$ cat src/sv/fba_pkg.sv
package fba_pkg;

  // Table geometry.
  localparam int NUM_BLOCKS = 16;
  localparam int SIZE_BITS  = 16;

  // Fixed field widths of the request and result ports.
  localparam int SLOT_W  = 4;
  localparam int SIZE_W  = 16;
  localparam int COUNT_W = 5;

  // Derived widths.
  localparam int IDX_BITS = (NUM_BLOCKS > 1) ? $clog2(NUM_BLOCKS) : 1;
  localparam int CNT_BITS = $clog2(NUM_BLOCKS + 1);
  localparam int CMP_BITS = (SIZE_BITS > SIZE_W) ? SIZE_BITS : SIZE_W;

  // Configuration register indexes.
  localparam logic REG_FIT_MODE    = 1'b0;
  localparam logic REG_BLOCK_COUNT = 1'b1;

  // Request actions and fit modes.
  localparam logic ACT_LOAD    = 1'b0;
  localparam logic ACT_REQUEST = 1'b1;
  localparam logic MODE_FIRST  = 1'b0;
  localparam logic MODE_BEST   = 1'b1;

  typedef enum logic [2:0] {
    ST_IDLE = 3'b001,
    ST_SCAN = 3'b010,
    ST_FIN  = 3'b100
  } state_e;

  typedef struct packed {
    logic load;
    logic start;
    logic scan_en;
    logic finish;
  } ctrl_cmd_t;

  typedef struct packed {
    logic used_zero;
    logic scan_last;
    logic first_hit;
    logic out_free;
  } dp_status_t;

endpackage

$ cat src/sv/fit_block_allocator_unit.sv
// Channel   Direction  Handshake          Payload
// in        input      in_valid_i/stall   action_i, block_slot_i, size_value_i
// out       output     out_valid_o/stall  granted_o, chosen_block_o, left_over_o
// cfg       APB        psel/penable       fit_mode (0x0), block_count (0x4)
//
// A load request is written from the idle state and never stalls the input.
// An allocation request passes through a start step, a sequential scan of the
// free-size table over the blocks in use, and a write-back step. A first-fit hit
// ends the scan early.
// Reset clears the controller and the valid flags; the table holds no value
// until a block is loaded. A stalled result holds the write-back cycle only.
module fit_block_allocator_unit (
  input  logic                          clk_i,
  input  logic                          rst_ni,
  input  logic                          in_valid_i,
  output logic                          in_stall_o,
  input  logic                          action_i,
  input  logic [fba_pkg::SLOT_W-1:0]    block_slot_i,
  input  logic [fba_pkg::SIZE_W-1:0]    size_value_i,
  output logic                          out_valid_o,
  input  logic                          out_stall_i,
  output logic                          granted_o,
  output logic [fba_pkg::SLOT_W-1:0]    chosen_block_o,
  output logic [fba_pkg::SIZE_W-1:0]    left_over_o,
  input  logic                          psel,
  input  logic                          penable,
  input  logic                          pwrite,
  input  logic [2:0]                    paddr,
  input  logic [31:0]                   pwdata,
  output logic [31:0]                   prdata,
  output logic                          pready
);

  logic                         fit_mode_q;
  logic [fba_pkg::COUNT_W-1:0]  block_count_q;
  logic                         busy;
  logic                         cfg_we;
  fba_pkg::ctrl_cmd_t           cmd;
  fba_pkg::dp_status_t          status;

  assign pready = 1'b1;
  assign cfg_we = psel && penable && pwrite;

  always_ff @(posedge clk_i or negedge rst_ni) begin
    if (!rst_ni) begin
      fit_mode_q    <= 1'b0;
      block_count_q <= fba_pkg::COUNT_W'(16);
    end else if (cfg_we) begin
      unique case (paddr[2])
        fba_pkg::REG_FIT_MODE:    fit_mode_q    <= pwdata[0];
        fba_pkg::REG_BLOCK_COUNT: block_count_q <= pwdata[fba_pkg::COUNT_W-1:0];
        default: ;
      endcase
    end
  end

  always_comb begin
    unique case (paddr[2])
      fba_pkg::REG_FIT_MODE:    prdata = 32'(fit_mode_q);
      fba_pkg::REG_BLOCK_COUNT: prdata = 32'(block_count_q);
      default:                  prdata = '0;
    endcase
  end

  assign in_stall_o = busy;

  fba_ctrl u_ctrl (
    .clk_i      (clk_i),
    .rst_ni     (rst_ni),
    .in_valid_i (in_valid_i),
    .action_i   (action_i),
    .status_i   (status),
    .cmd_o      (cmd),
    .busy_o     (busy)
  );

  fba_datapath u_datapath (
    .clk_i          (clk_i),
    .rst_ni         (rst_ni),
    .cmd_i          (cmd),
    .status_o       (status),
    .block_slot_i   (block_slot_i),
    .size_value_i   (size_value_i),
    .fit_mode_i     (fit_mode_q),
    .block_count_i  (block_count_q),
    .out_stall_i    (out_stall_i),
    .out_valid_o    (out_valid_o),
    .granted_o      (granted_o),
    .chosen_block_o (chosen_block_o),
    .left_over_o    (left_over_o)
  );

endmodule

$ cat src/sv/fba_ctrl.sv
module fba_ctrl (
  input  logic                   clk_i,
  input  logic                   rst_ni,
  input  logic                   in_valid_i,
  input  logic                   action_i,
  input  fba_pkg::dp_status_t    status_i,
  output fba_pkg::ctrl_cmd_t     cmd_o,
  output logic                   busy_o
);

  fba_pkg::state_e state_q, state_d;

  always_comb begin
    state_d = state_q;
    cmd_o   = '0;
    unique case (state_q)
      fba_pkg::ST_IDLE: begin
        if (in_valid_i) begin
          if (action_i == fba_pkg::ACT_LOAD) begin
            cmd_o.load = 1'b1;
          end else begin
            cmd_o.start = 1'b1;
            state_d     = fba_pkg::ST_SCAN;
          end
        end
      end
      fba_pkg::ST_SCAN: begin
        if (status_i.used_zero) begin
          state_d = fba_pkg::ST_FIN;
        end else begin
          cmd_o.scan_en = 1'b1;
          if (status_i.scan_last || status_i.first_hit) begin
            state_d = fba_pkg::ST_FIN;
          end
        end
      end
      fba_pkg::ST_FIN: begin
        if (status_i.out_free) begin
          cmd_o.finish = 1'b1;
          state_d      = fba_pkg::ST_IDLE;
        end
      end
      default: begin
        state_d = fba_pkg::ST_IDLE;
      end
    endcase
  end

  always_ff @(posedge clk_i or negedge rst_ni) begin
    if (!rst_ni) begin
      state_q <= fba_pkg::ST_IDLE;
    end else begin
      state_q <= state_d;
    end
  end

  assign busy_o = (state_q != fba_pkg::ST_IDLE);

endmodule

$ cat src/sv/fba_datapath.sv
module fba_datapath (
  input  logic                          clk_i,
  input  logic                          rst_ni,
  input  fba_pkg::ctrl_cmd_t            cmd_i,
  output fba_pkg::dp_status_t           status_o,
  input  logic [fba_pkg::SLOT_W-1:0]    block_slot_i,
  input  logic [fba_pkg::SIZE_W-1:0]    size_value_i,
  input  logic                          fit_mode_i,
  input  logic [fba_pkg::COUNT_W-1:0]   block_count_i,
  input  logic                          out_stall_i,
  output logic                          out_valid_o,
  output logic                          granted_o,
  output logic [fba_pkg::SLOT_W-1:0]    chosen_block_o,
  output logic [fba_pkg::SIZE_W-1:0]    left_over_o
);

  logic [fba_pkg::SIZE_BITS-1:0] table_q [fba_pkg::NUM_BLOCKS];

  logic [fba_pkg::SIZE_W-1:0]    size_q;
  logic                          mode_q;
  logic [fba_pkg::CNT_BITS-1:0]  used_q;
  logic [fba_pkg::IDX_BITS-1:0]  idx_q;
  logic                          found_q;
  logic [fba_pkg::IDX_BITS-1:0]  pick_q;
  logic [fba_pkg::SIZE_BITS-1:0] best_q;

  logic                          out_valid_q;
  logic                          granted_q;
  logic [fba_pkg::SLOT_W-1:0]    chosen_q;
  logic [fba_pkg::SIZE_W-1:0]    left_q;

  logic [fba_pkg::SIZE_BITS-1:0] entry;
  logic                          fits;
  logic                          take;
  logic [fba_pkg::CNT_BITS-1:0]  used_new;
  logic [fba_pkg::SIZE_BITS-1:0] remain;

  assign entry = table_q[idx_q];
  assign fits  = (fba_pkg::CMP_BITS'(entry) >= fba_pkg::CMP_BITS'(size_q));
  // Best fit replaces the candidate only on a strictly smaller size, so the
  // lowest index wins ties.
  assign take  = fits && (!found_q || ((mode_q == fba_pkg::MODE_BEST) && (entry < best_q)));
  assign remain = fba_pkg::SIZE_BITS'(fba_pkg::CMP_BITS'(best_q) - fba_pkg::CMP_BITS'(size_q));

  always_comb begin
    if (32'(block_count_i) > fba_pkg::NUM_BLOCKS) begin
      used_new = fba_pkg::CNT_BITS'(fba_pkg::NUM_BLOCKS);
    end else begin
      used_new = fba_pkg::CNT_BITS'(block_count_i);
    end
  end

  assign status_o.used_zero = (used_q == '0);
  assign status_o.scan_last = ((fba_pkg::CNT_BITS'(idx_q) + 1'b1) == used_q);
  assign status_o.first_hit = fits && (mode_q == fba_pkg::MODE_FIRST);
  assign status_o.out_free  = !out_valid_q || !out_stall_i;

  always_ff @(posedge clk_i) begin
    if (cmd_i.load && (32'(block_slot_i) < fba_pkg::NUM_BLOCKS)) begin
      table_q[fba_pkg::IDX_BITS'(block_slot_i)] <= fba_pkg::SIZE_BITS'(size_value_i);
    end else if (cmd_i.finish && found_q) begin
      table_q[pick_q] <= remain;
    end
  end

  always_ff @(posedge clk_i) begin
    if (cmd_i.start) begin
      size_q <= size_value_i;
      mode_q <= fit_mode_i;
      used_q <= used_new;
      idx_q  <= '0;
    end else if (cmd_i.scan_en) begin
      idx_q <= idx_q + 1'b1;
      if (take) begin
        pick_q <= idx_q;
        best_q <= entry;
      end
    end
    if (cmd_i.finish) begin
      granted_q <= found_q;
      chosen_q  <= found_q ? fba_pkg::SLOT_W'(pick_q) : '0;
      left_q    <= found_q ? fba_pkg::SIZE_W'(remain) : '0;
    end
  end

  always_ff @(posedge clk_i or negedge rst_ni) begin
    if (!rst_ni) begin
      found_q     <= 1'b0;
      out_valid_q <= 1'b0;
    end else begin
      if (cmd_i.start) begin
        found_q <= 1'b0;
      end else if (cmd_i.scan_en && take) begin
        found_q <= 1'b1;
      end
      if (cmd_i.finish) begin
        out_valid_q <= 1'b1;
      end else if (!out_stall_i) begin
        out_valid_q <= 1'b0;
      end
    end
  end

  assign out_valid_o    = out_valid_q;
  assign granted_o      = granted_q;
  assign chosen_block_o = chosen_q;
  assign left_over_o    = left_q;

endmodule

$ cat config.mk
export PLATFORM = sky130hd
export DESIGN_NAME = fit_block_allocator_unit
export DESIGN_NICKNAME = d
export VERILOG_FILES = /design/src/sv/fba_pkg.sv /design/src/sv/fit_block_allocator_unit.sv /design/src/sv/fba_ctrl.sv /design/src/sv/fba_datapath.sv
export SDC_FILE = /design/constraint.sdc
export NUM_CORES = 1
export LEC_CHECK = 0
export BUFFER_PORTS_ARGS = -buffer_cell sky130_fd_sc_hd__buf_4
export CORE_MARGIN = 3
export CORE_UTILIZATION = 50
export CTS_BUF_LIST = sky130_fd_sc_hd__clkbuf_16
export DETAILED_ROUTE_END_ITERATION = 16
export PLACE_DENSITY = 0.68
export SYNTH_ARGS = -nofsm -noshare
export SYNTH_HDL_FRONTEND = slang
export SYNTH_HIERARCHICAL = 1
export SYNTH_SLANG_ARGS = --single-unit
export TNS_END_PERCENT = 1
$ cat constraint.sdc
create_clock -name clk_i -period 6.42 [get_ports clk_i]
set_input_delay 0.321 -clock clk_i [delete_from_list [all_inputs] [get_ports clk_i]]
set_output_delay 0.321 -clock clk_i [all_outputs]
set_load 0.02 [all_outputs]
-- Yosys cells after proc, flatten, opt, wreduce, memory -nomap -nowiden
Memories as Yosys holds them, arrays and structs flattened. A register that Yosys moved wholly into a read port is not among the register bits.
Index checks and enable logic that the tools add are counted.
- register bits after elaboration: 78
- bits in writable memories: 256
- input bits: 63
- output and inout bits: 56
- logic and storage cells: 83
- memories: 1
- memory list (memory ; words ; bits a word ; rd ports ; clocked after Yosys merged registers in ; write ports ; line ; text):
    u_datapath.table_q ; 16 ; 16 ; 1 ; 1 ; 1 ; fba_datapath.sv:17 ; logic [fba_pkg::SIZE_BITS-1:0] table_q [fba_pkg::NUM_BLOCKS];
- add/subtract/negate cells: 3
- order comparisons: 3
- equal/unequal tests: 10
- mux-type cells: 29
- bitwise operators: 3
- reductions and logical operators: 20
- operators with widths (kind ; number):
    $pmux 32 s2 ; 1
    $ge 16x16->1 ; 1
    $lt 16x16->1 ; 1
    $mux 1 ; 16
    $mux 16 ; 1
    $reduce_or 16->1 ; 1
    $sub 16x16->16 ; 1
    $mux 3 ; 5
    $mux 4 ; 3
    $pmux 3 s3 ; 1
    $logic_and 1x1->1 ; 7
    $ne 2x2->1 const B ; 3
    $add 4x1->5 const B ; 1
    $eq 5x5->1 ; 1
    $gt 5x5->1 const B ; 1
    $logic_not 5->1 ; 1
    $add 4x1->4 const B ; 1
    $mux 2 ; 2
    $reduce_and 2->1 ; 2
    $reduce_and 4->1 ; 1
    $eq 3x1->1 const B ; 1
    $eq 3x2->1 const B ; 1
    $eq 3x3->1 const B ; 1
    $logic_not 1->1 ; 3
    7 further kinds ; 11

-- Longest topological paths before layout
- depth after elaboration: 10
- gate-level depth with buffers: 13
- depth with buffers taken out: 12

-- By module
Netlist, hierarchy kept.
- by module, submodules not included (module ; instances ; cells an instance ; area each (µm²) ; seq. area each (µm²)):
    fba_datapath ; 1 ; 780 ; 13932.1 ; 9789.4
    fit_block_allocator_unit ; 1 ; 49 ; 494.2 ; 151.4
    fba_ctrl ; 1 ; 20 ; 175.2 ; 76.3

-- Worst setup path after synthesis
OpenSTA, ideal clock, no wires.
- path kind: flip-flop to flip-flop
- start point: reg with a tool-made name
- end point: reg u_datapath/best_q[0] in the netlist's numbering, enable pin
- library setup time: 0.422 ns
- arrival: 4.597 ns
- data required time: 5.998 ns
- path slack: 1.401 ns
- cell stages (with the launch flop): 12
- path buffers: 2
- clock period less this slack: 5.019 ns
- cell sequence: dfxtp_1 > buf_6 > buf_1 > mux4_2 > mux4_2 > ha_1 > a21o_1 > a21o_1 > a21oi_1 > nor2_1 > or3_1 > nor3_1
- RTL lines (element ; line ; text):
    to (signal assigned) ; fba_datapath.sv:76 ; best_q <= entry;
    to (decl) ; fba_datapath.sv:25 ; logic [fba_pkg::SIZE_BITS-1:0] best_q;

==> metrics <==
Syn. warnings 6; Max Freq 218 MHz; Via density 5.73; gr ovfl total 0; CTS resizes 0; clk slew on worst S/H paths 0.06 ns; die area 31300 µm²; synth unique cells 62; Worst Hold Path EP block_count_q[3]$_DFFE_PN0P_; IO Count 119; Antenna diodes 0; buffers added on ports 61; Hold Path Depth 2; largest net degree at the start of global routing 51; Max Cap Viol 0; worst hold path type in -> reg; setup TNS 0 ns; Initial DRC Count 659; Yosys reg bits 338; first drt pass iteration count 7; first-pass GRT wire length 46300 µm; RSZ-0062 raised after global routing false; DRT antenna net count 0; minimum clock period 4.58 ns; status finished, final reports clean; GRT Total Usage 19.8%; worst vdd ir 0.000213 V; Die W 177 µm; endpoints failing hold 0; dpl cells 1291; fin nets 1078; DRC viols 0; Final period util 71.3%; drt total wl 30700 µm; Slew @ Worst Pin 1.14 ns; Root Buffer clkbuf_16; WS Path Type reg -> reg; power consumption 5.42 mW; Placement Rows 61; Worst Setup End Kind register; Core Util, Final 60.1%; Die H 177 µm; part of the Yosys area used for sequential elements 68.6%; power per cell area 318 nW/µm²; Synth Instances 849; CP Launch Type register; Setup-failing EPs final 0; Hold Startpoint pwdata[3]; Initial Utilization 51.6%; Clock Path Buffers 3; fin cells 1372; Setup Skew 0.0198 ns; Post-synth EDFFs 319; clk_lat worst skew 0.52 ns; crit-path max FO 50; post-synthesis cell area 14600 µm²; Critical Path RT 6.82 ns; CTS Sinks 338; layout cells sized above 1 26.0%; Vias 7857; CTS buffer count 35; post-CTS setup buffer count 0; hpwl dp 18900 µm; CTS H-Tree Depth 2; Async SR Flop Fraction 3.25%; WL per Instance 22.3 µm; Pins Over Slew Limit 0; FF-to-FF End u_ctrl/state_q[2]$_DFFE_PN0P_; P_leak 6.01 nW; CTS tree done; worst reg2reg path depth 10; routability cong. 0.811; Mean Syn Cell Area 17.2 µm²; most frequent cells in the layout 319 x edfxtp_1, 93 x buf_4, 80 x mux4_2; initial antenna violation count 0; Worst Path Arrival 4.98 ns; Max-Slew Margin vs Limit 24.0%; vias in the first global route 7821; CORE AREA 28300 µm²; Reg2Reg Setup Slack 1.84 ns; hold slack final 0.0341 ns; area grow syn2layout 16.5%; commonest non-fill, non-tap cell in the layout edfxtp_1; Most used DFF post-synth edfxtp_1
logic make-up (layout without fill, tap and decap cells):
logic type                 after synthesis  count (layout)  synth area share [%]
other                                    2              28                0.0514
adders and majority gates               48              48                  4.16
AOI/OAI and AO/OA                      106             106                  4.86
xor gates and xnor gates                13              13                 0.780
buffers and inverters                   98             217                  3.32
DFF                                    338             338                  68.6
muxes                                   88              88                  12.9
and+or+nand+nor                        156             156                  5.27
critical path: stages (launching register included):
cell and delay [ns]:
dfxtp_4 1.01, buf_4 0.36, mux4_2 0.52, mux4_2 0.56, ha_1 0.33, a2111oi_0 0.41, a21oi_1 0.15, nor4_1 0.65
nor2_1 0.16, nor3_1 0.22, nor2_1 0.06
metal layers:
layer  part of all wire, %  GRT usage, %  vias to the layer above  wire length, µm
li1                      -             -                     3542                -
met1                    44          28.0                     4008            13600
met2                    48          32.5                      262            14800
met3                   5.4          3.24                       45             1650
met4                   2.0          5.30                        0              624
met5                     0             0                        -                0
how the worst max path moves through the flow:
stage                                     endpoint  slack (ns)
global route         u_ctrl/state_q[2]$_DFFE_PN0P_        1.53
CTS                  u_ctrl/state_q[2]$_DFFE_PN0P_        1.77
finish               u_ctrl/state_q[2]$_DFFE_PN0P_        1.84
global placement     u_ctrl/state_q[2]$_DFFE_PN0P_        1.84
floorplan           u_datapath/best_q[0]$_DFFE_PP_        1.40
detailed placement   u_ctrl/state_q[2]$_DFFE_PN0P_        1.81
timing repair:
item / 4_1_cts / 5_1_grt
endpoints found under the hold margin: 27 / 0
hold buffers: 17 / 0
setup endpoints to repair: 0 / 0
synth_stat cells (4+ instances only):
cell | count | area share (%)
xnor2_1 | 6 | 0.36
nand4_1 | 4 | 0.17
nor3_1 | 10 | 0.34
o2111ai_1 | 4 | 0.24
inv_1 | 43 | 1.1
a21oi_1 | 23 | 0.79
buf_1 | 5 | 0.13
mux2_2 | 7 | 0.54
a211oi_1 | 6 | 0.31
dfrtp_1 | 9 | 1.5
ha_1 | 47 | 4.0
clkbuf_1 | 17 | 0.44
a21o_1 | 11 | 0.57
edfxtp_1 | 319 | 66
mux4_2 | 80 | 12
nand3_1 | 14 | 0.48
buf_4 | 28 | 1.4
buf_2 | 4 | 0.14
nand2b_1 | 6 | 0.26
nor2_1 | 48 | 1.2
a31oi_1 | 6 | 0.26
xor2_1 | 7 | 0.42
nand2_1 | 33 | 0.85
o21a_1 | 12 | 0.62
nor2b_1 | 9 | 0.39
o21ai_0 | 18 | 0.62
dfxtp_1 | 8 | 1.1
and3_1 | 4 | 0.17
and2_1 | 13 | 0.56
cell type report:
class                           instances  area, µm²
Inverter                               43        161
Sequential cell                       338      10000
Timing Repair Buffer                  110        868
Clock inverter                         29        373
Tap cell                              378        473
Clock buffer                           35        876
Multi-Input combinational cell        439       4240
Fill cell                            2062      11300
sequential cells by signal, summed over array words and instances (netlist names), 4 cells and up, named ones only:
register and count:
u_datapath/size_q 16, u_datapath/best_q 16, block_count_q 5, u_datapath/left_over_o 16
u_datapath/table_q 256, u_datapath/chosen_block_o 4, u_datapath/idx_q 4, u_datapath/used_q 5
u_datapath/pick_q 4
metrics by stage:
stage | setup WS [ns] | instance area (µm²)
2_1_floorplan | 1.40 | 14700
3_3_place_gp | 1.84 | 15600
3_5_place_dp | 1.81 | 15600
4_1_cts | 1.77 | 17000
5_1_grt | 1.53 | 17000
6_report | 1.84 | 17000
power breakdown:
group | switching [mW] | internal [mW] | leakage (nW)
combinational | 0.331 | 0.360 | 2.29
clock | 0.830 | 1.33 | 0.642
sequential | 0.0936 | 2.48 | 3.08
total | 1.25 | 4.16 | 6.01
No activity file was read; power rests on OpenSTA's default activity.
